`config.mk`:
```
export PLATFORM = sky130hd
export DESIGN_NAME = clm_ctrl
export DESIGN_NICKNAME = d
export VERILOG_FILES = /design/src/rtl/core/clm_pkg.sv /design/src/rtl/core/clm_ctrl.sv
export SDC_FILE = /design/constraint.sdc
export NUM_CORES = 1
export LEC_CHECK = 0
export BUFFER_PORTS_ARGS = -buffer_cell sky130_fd_sc_hd__buf_2
export CORE_AREA = 2 2 39 41
export DETAILED_ROUTE_END_ITERATION = 12
export DIE_AREA = 0 0 41 43
export SLEW_MARGIN = 10
export SYNTH_ARGS = -nofsm -noshare
export SYNTH_HDL_FRONTEND = slang
export SYNTH_SLANG_ARGS = --single-unit
```
`constraint.sdc`:
```
create_clock -name aclk -period 1.3 [get_ports aclk]
set_input_delay 0.195 -clock aclk [delete_from_list [all_inputs] [get_ports aclk]]
set_output_delay 0.195 -clock aclk [all_outputs]
set_load 0.02 [all_outputs]
```
`src/rtl/core/clm_pkg.sv`:
```
// shared types, constants and codes of the channel level meter
package clm_pkg;

    // defaults of the top-level parameters
    localparam int DEF_CHANNELS  = 64;
    localparam int DEF_MAX_BLOCK = 4096;

    // field widths
    localparam int CH_W       = 6;
    localparam int NUM_CH_CODES = 64;
    localparam int SAMPLE_W   = 24;
    localparam int LEVEL_W    = 24;
    localparam int FACTOR_W   = 16;
    localparam int COUNT_W    = 32;
    localparam int POS_W      = 48;
    localparam int ARM_W      = 64;
    localparam int CFG_DATA_W = 64;
    localparam int CFG_IDX_W  = 4;

    // square of a sample is at most 2^46
    localparam int SQ_W   = 47;
    localparam int ROOT_W = 24;
    localparam int RAD_W  = 2 * ROOT_W;

    // register indexes
    localparam logic [CFG_IDX_W-1:0] CFG_ARM_MASK   = 4'd0;
    localparam logic [CFG_IDX_W-1:0] CFG_CLIP_THRESH = 4'd1;
    localparam logic [CFG_IDX_W-1:0] CFG_PEAK_DECAY = 4'd2;
    localparam logic [CFG_IDX_W-1:0] CFG_RMS_DECAY  = 4'd3;

    // register reset values
    localparam logic [ARM_W-1:0]    RST_ARM_MASK    = '0;
    localparam logic [LEVEL_W-1:0]  RST_CLIP_THRESH = 24'd8380219;
    localparam logic [FACTOR_W-1:0] RST_PEAK_DECAY  = 16'd60293;
    localparam logic [FACTOR_W-1:0] RST_RMS_DECAY   = 16'd55706;

    typedef enum logic [2:0] {
        ST_IDLE,
        ST_ACC,
        ST_DIV_LOAD,
        ST_DIV,
        ST_SQ_LOAD,
        ST_SQRT,
        ST_DEC_RMS,
        ST_WRITE
    } clm_state_t;

    // per-channel meter record
    typedef struct packed {
        logic [LEVEL_W-1:0] peak;
        logic [LEVEL_W-1:0] rms;
        logic               clip;
        logic [COUNT_W-1:0] clip_count;
        logic [POS_W-1:0]   clip_pos;
    } clm_entry_t;

    typedef struct packed {
        logic capture;
        logic accum;
        logic div_init;
        logic div_step;
        logic sq_init;
        logic sq_step;
        logic dec_peak_ld;
        logic dec_rms_ld;
        logic finish;
    } clm_cmd_t;

    typedef struct packed {
        logic in_range;
        logic last;
        logic armed;
        logic div_last;
        logic sq_last;
        logic out_free;
    } clm_status_t;

endpackage

```
`src/rtl/core/clm_ctrl.sv`:
```
// sequencer of the channel level meter
module clm_ctrl
    import clm_pkg::*;
(
    input  logic        aclk,
    input  logic        aresetn,
    input  logic        s_valid,
    output logic        s_ready,
    input  clm_status_t st,
    output clm_cmd_t    cmd
);

    clm_state_t state_reg, state_next;

    always_ff @(posedge aclk) begin
        if (!aresetn) begin
            state_reg <= ST_IDLE;
        end else begin
            state_reg <= state_next;
        end
    end

    always_comb begin
        state_next = state_reg;
        cmd        = '0;
        s_ready    = 1'b0;
        case (state_reg)
            ST_IDLE: begin
                s_ready = 1'b1;
                if (s_valid) begin
                    cmd.capture = 1'b1;
                    if (st.in_range) begin
                        state_next = ST_ACC;
                    end
                end
            end
            ST_ACC: begin
                cmd.accum = 1'b1;
                if (!st.last) begin
                    state_next = ST_IDLE;
                end else if (st.armed) begin
                    state_next = ST_DIV_LOAD;
                end else begin
                    state_next = ST_DEC_RMS;
                    cmd.dec_peak_ld = 1'b1;
                end
            end
            ST_DIV_LOAD: begin
                cmd.div_init    = 1'b1;
                cmd.dec_peak_ld = 1'b1;
                state_next      = ST_DIV;
            end
            ST_DIV: begin
                cmd.div_step = 1'b1;
                if (st.div_last) begin
                    state_next = ST_SQ_LOAD;
                end
            end
            ST_SQ_LOAD: begin
                cmd.sq_init = 1'b1;
                state_next  = ST_SQRT;
            end
            ST_SQRT: begin
                cmd.sq_step = 1'b1;
                if (st.sq_last) begin
                    state_next = ST_WRITE;
                end
            end
            ST_DEC_RMS: begin
                cmd.dec_rms_ld = 1'b1;
                state_next     = ST_WRITE;
            end
            ST_WRITE: begin
                if (st.out_free) begin
                    cmd.finish = 1'b1;
                    state_next = ST_IDLE;
                end
            end
            default: begin
                state_next = ST_IDLE;
            end
        endcase
    end

endmodule

```
==> run_results.csv, run 1 <==
group,metric,value,unit
outcome,status,"finished, violations left",
outcome,violations,"negative setup slack",
route,drc,0,
finish,final_util,0.3680,
route,met2_length,366,µm
logic_synthesis,synth_seq_area_share,0.2341,
timing,fin_ws,-0.07194,ns
clocking,cts.htree.levels,1,
timing,fin_crit_sh,1.055,
finish,seq_area,66.31,µm²
floorplanning,die_h,43,µm
route,wl_met3,67,µm
power_and_ir_drop,power_density,854.8,nW/µm²
route,dr.pass1.iters,3,
route,routed_wl,797,µm
clocking,cts_tree,"done",
floorplanning,dieArea,1763,µm²
timing,final-hold-violation-count,0,
logic_synthesis,ys_warn_count,0,
logic_synthesis,syn-num-nets,43,
timing,slew_headroom,0.8712,
logic_synthesis,ys_ff_latch,3,
clocking,cts.clk_slew.worst_paths,0.04,ns
finish,final_nets,72,
critical_path,r2r_slack,0.09,ns
timing,setup_violations,3,
placement,place_congestion,0.7587,
grt,grt_overflow_total,0,
route,drt_iter0_drc,3,
logic_synthesis,syn-cell-area,256.5,µm²
clocking,cts-root-buf,"clkbuf_4",
placement,port_buffers,18,
critical_path,cp-start-kind,"register",
placement,dpl_cell_area,376.6,µm²
timing,period_minus_slack,1.372,ns
grt,first_global_vias,291,
finish,design_area,509.2,µm²
timing,max_clock_freq,728.9,MHz
critical_path,crit_fanout,4,
route,drt-met1-wl,362,µm
route,vias,341,
route,avgRoutedWirePerCell,10.22,µm
clocking,cts.hold.buffers_added,0,
logic_synthesis,ys_types,23,
finish,largest_reg_flops,3,
timing,worst_slew_pin_slew,0.1916,ns
route,viasPerCell,4.372,
power_and_ir_drop,leakagePower,0.2511,nW
floorplanning,rows,14,
clocking,insertion_delay,0.24,ns
clocking,cts_max_path_buffers,2,
finish,fillers,154,
power_and_ir_drop,peakVddDrop,0.0004158,V
critical_path,critPathKind,"reg2out",
timing,hold-worst-slack,0.2337,ns
critical_path,cp.required,1.11,ns
floorplanning,start_util,0.1854,
timing,slew_viol_final,0,
flow_run,max-cap-violations,0,
finish,antenna_cells,0,
timing,finalClockSkew,0.007586,ns
critical_path,crit_arrival,1.18,ns
critical_path,cp-end-kind,"output port",
placement,dp.final_hpwl,531,µm
clocking,cts_made_buffers,3,
floorplanning,io_pins,19,
route,routed.top_layer,"met3",
clocking,cts_sinks,3,
timing,grt_setup_unrepaired,"true",
worst_hold_path,hold_class,"in2reg",
floorplanning,dieWidth,41,µm
floorplanning,coreArea,1384,µm²
route,antenna_left,0,
finish,multi_input_area,193.9,µm²
grt,grt_pass1_wl,1166,µm
finish,drive_gt1_frac,0.6613,
logic_synthesis,syn_area_per_cell,7.544,µm²
grt,grt.total_usage,0.09910,
grt,grt_max_degree,12,
grt,antenna_found_initial,0,
finish,area_delta_synth_final,98.54,%
logic_synthesis,synth_cells,34,
## cell type report
type / count / share of cell area
clock buffers: 4 / 0.05160
flip-flops and latches: 3 / 0.1302
multi-input cells: 27 / 0.3808
well taps: 16 / 0.03931
inverters: 1 / 0.007371
repair buffers: 27 / 0.3907
## cells in the mapped netlist
master / count / area, µm²
nand2_1: 4 / 15.01
dfxtp_1: 3 / 60.06
nor2_1: 3 / 11.26
a21oi_1: 2 / 10.01
a31oi_1: 2 / 12.51
and2_1: 2 / 12.51
nor3_1: 2 / 10.01
a31o_1: 1 / 8.760
and2_2: 1 / 7.510
and2b_1: 1 / 7.510
and3b_1: 1 / 8.760
buf_2: 1 / 5.000
buf_4: 1 / 7.510
buf_6: 1 / 11.26
inv_1: 1 / 3.750
mux2_2: 1 / 11.26
mux2_4: 1 / 15.01
nand2b_1: 1 / 6.260
nand3_1: 1 / 5.000
nand3b_1: 1 / 7.510
nor3b_1: 1 / 7.510
o21ai_0: 1 / 5.000
o31ai_1: 1 / 7.510
## cell usage in the layout (no fill, tap or decap), drive strengths merged, types with 2 or more instances in the layout
master	instances
and2	3
mux2	2
dfxtp	3
a31oi	2
buf	27
nor3	2
a21oi	2
nand2	4
clkbuf	4
nor2	3
## through the flow
| stage | total power [W] | cells | setup WS, ns | setup TNS, ns |
|---|---|---|---|---|
| finish | 0.0004353 | 78 | -0.07194 | -0.08724 |
| global route | 0.0004723 | 78 | -0.1489 | -0.3239 |
| CTS | 0.0004029 | 72 | -0.08214 | -0.1606 |
| detailed placement | 0.0002264 | 68 | 0.05945 | 0 |
| global placement | 0.0002258 | 68 | 0.07466 | 0 |
| floorplan | 0.0001876 | 34 | 0.04239 | 0 |
## power by group
group / switching [W] / leakage [nW] / internal, W / total (W)
sequential: 0.00000623 / 0.0261 / 0.0000988 / 0.000105
combinational: 0.0000750 / 0.210 / 0.0000889 / 0.000164
clock: 0.0000510 / 0.0150 / 0.000115 / 0.000166
## worst paths after layout
check | start | depth (start not counted) | endpoint
worst min-delay path | aresetn | 3 | state_reg[0]
worst max register to register | state_reg[2] | 4 | state_reg[1]
worst max-delay path | state_reg[1] | 4 | cmd[2]
worst min register to register | state_reg[2] | 2 | state_reg[2]
## metal layers
metal	GRT usage	vias up
met5	0	-
li1	-	174
met3	0.04712	0
met1	0.1306	154
met2	0.1250	13
met4	0.06000	0
## cell families (layout without fill, tap and decap cells)
logic type,after synthesis,after routing,synth area share
flip-flops,3,3,0.2342
AND/OR/NAND/NOR,18,18,0.3854
AO/OA/AOI/OAI,7,7,0.1707
multiplexers,2,2,0.1024
buffers and inverters,4,32,0.1073
## what timing repair did
item,CTS,global route
setup endpoints to repair,9,10
pin swaps,0,3
gates resized for setup,6,16
buffers inserted,0,6
## worst max-delay path: stages (launching register included)
cell and delay [ns]:
dfxtp_2 0.31, and2b_2 0.24, nand3b_1 0.12, a21oi_2 0.13, buf_4 0.14
Note: power is estimated with default switching activity, not from simulation.
==> run 2, diff against run 1 <==
--- a/config.mk
+++ b/config.mk
@@ -9,6 +9,7 @@
 export CORE_AREA = 2 2 39 41
 export DETAILED_ROUTE_END_ITERATION = 12
 export DIE_AREA = 0 0 41 43
+export PLACE_DENSITY = 0.5
 export SLEW_MARGIN = 10
 export SYNTH_ARGS = -nofsm -noshare
 export SYNTH_HDL_FRONTEND = slang
==> run_results.csv, run 2 (synthesis gave the netlist of run 1 again) <==
group,metric,value,unit
finish,largest_reg_flops,3,
critical_path,critPathKind,"reg2out",
critical_path,worst-path-stages,4,
clocking,cts_tree,"done",
finish,antenna_cells,0,
critical_path,cp.required,1.11,ns
grt,grt_overflow_total,0,
timing,fin_ws,-0.05875,ns
finish,final_nets,72,
floorplanning,die_h,43,µm
timing,max_clock_freq,736.0,MHz
timing,worst_slew_pin_slew,0.1975,ns
critical_path,crit_chain,"and2b_2 > nand3b_1 > a21oi_2 > buf_4",
route,drc,0,
floorplanning,rows,14,
worst_hold_path,hold_class,"in2reg",
route,drt_iter0_drc,1,
placement,dpl_cell_area,376.6,µm²
timing,slew_headroom,0.8672,
clocking,cts_max_path_buffers,2,
grt,grt_max_degree,12,
placement,port_buffers,18,
power_and_ir_drop,switchingPower,0.0001371,W
critical_path,cp-end-kind,"output port",
finish,area_delta_synth_final,93.66,%
floorplanning,start_util,0.1854,
timing,setup_violations,3,
route,dr.pass1.iters,2,
critical_path,cp_num_buf_inv,1,
critical_path,crit_fanout,4,
flow_run,max-cap-violations,0,
clocking,cts-root-buf,"clkbuf_4",
critical_path,slowest_stage,"dfxtp_1",
finish,most-common-layout-cells,"buf_2 (12), buf_4 (12), nand2_1 (4)",
timing,fin_setup_tns,-0.09642,ns
timing,hold-worst-slack,0.2216,ns
timing,grt_setup_unrepaired,"true",
finish,final_util,0.3590,
critical_path,r2r_cells,4,
floorplanning,coreArea,1384,µm²
clocking,cts_sinks,3,
critical_path,r2r_slack,0.10,ns
timing,finalClockSkew,0.007629,ns
power_and_ir_drop,p_seq_frac,0.239,
timing,slew_viol_final,0,
power_and_ir_drop,leakagePower,0.2480,nW
grt,first_global_vias,278,
grt,grt_pass1_wl,1179,µm
route,avgRoutedWirePerCell,10.36,µm
clocking,cts.hold.buffers_added,0,
critical_path,startpoint,"state_reg[1]",
power_and_ir_drop,swShare,0.3133,
critical_path,crit_arrival,1.16,ns
outcome,status,"finished, violations left",
finish,design_area,496.7,µm²
timing,final-hold-violation-count,0,
route,vias,345,
placement,place_congestion,0.7427,
power_and_ir_drop,peakVddDrop,0.0003775,V
route,viasPerCell,4.423,
critical_path,rr_startpoint,"state_reg[2]",
power_and_ir_drop,power.share.combinational,0.368,
grt,grt.total_usage,0.1075,
floorplanning,dieArea,1763,µm²
placement,dp.final_hpwl,515.7,µm
timing,fin_crit_sh,1.045,
clocking,cts.clk_slew.worst_paths,0.04,ns
timing,period_minus_slack,1.359,ns
route,routed_wl,808,µm
grt,antenna_found_initial,0,
outcome,violations,"negative setup slack",
clocking,cts.htree.levels,1,
power_and_ir_drop,power_frac_clock,0.392,
critical_path,critical_path.max_stage_delay,0.29,ns
critical_path,crit_family,"simple AND/OR/NAND/NOR gates",
finish,drive_gt1_frac,0.6613,
critical_path,r2r-end,"state_reg[1]",
floorplanning,dieWidth,41,µm
power_and_ir_drop,power_density,881.1,nW/µm²
clocking,cts_made_buffers,3,
worst_hold_path,min_from,"aresetn",
critical_path,cp-start-kind,"register",
critical_path,crit_path_end,"cmd[2]",
route,antenna_left,0,
power_and_ir_drop,intPower,0.0003006,W
clocking,insertion_delay,0.24,ns
floorplanning,io_pins,19,
run 2: timing repair:
action	in CTS	in global routing
setup buffers	2	4
gates resized for setup	8	11
setup endpoints to repair	10	10
pin swaps	0	4
run 2: area by class of cell:
class | instances | area (µm²)
Sequential cell | 3 | 65.06
Tap cell | 16 | 20.02
Timing Repair Buffer | 27 | 183.9
Inverter | 1 | 3.754
Multi-Input combinational cell | 27 | 197.7
Fill cell | 153 | 887.1
Clock buffer | 4 | 26.28
run 2: power groups by stage:
stage	registers (W)	clock network, W	logic [W]
after global placement	0.000110	0	0.000119
after global routing	0.000106	0.000184	0.000175
after floorplan	0.000102	0	0.0000851
after detailed placement	0.000109	0	0.000119
after CTS	0.000106	0.000178	0.000132
final	0.000105	0.000172	0.000161
run 2: worst min path at each step:
| stage | endpoint | slack [ns] | depth (start not counted) |
|---|---|---|---|
| floorplan | state_reg[0] | 0.32 | 2 |
| global placement | state_reg[1] | 0.47 | 2 |
| detailed placement | state_reg[0] | 0.47 | 3 |
| CTS | state_reg[0] | 0.21 | 3 |
| global route | state_reg[0] | 0.23 | 3 |
| finish | state_reg[0] | 0.22 | 3 |
run 2: worst register-to-register path, cell delays in order, from the launching register on:
cell and delay, ns:
dfxtp_4 0.38, buf_4 0.15, mux2_2 0.34, a21oi_1 0.15
a31o_1 0.11
run 2: stage by stage:
stage / std cells / setup slack (ns) / total power [W]
2_1_floorplan: 34 / 0.04239 / 0.0001876
4_1_cts: 74 / -0.06736 / 0.0004152
5_1_grt: 78 / -0.1118 / 0.0004650
6_report: 78 / -0.05875 / 0.0004377
3_5_place_dp: 68 / 0.01949 / 0.0002280
3_3_place_gp: 68 / 0.03580 / 0.0002288
run 2: per-layer routing:
layer | routed length [µm] | vias up | track usage
met1 | 351 | 150 | 0.1387
met3 | 77 | 4 | 0.06283
li1 | - | 174 | -
met4 | 21 | 0 | 0.08000
met5 | 0 | - | 0
met2 | 358 | 17 | 0.1250
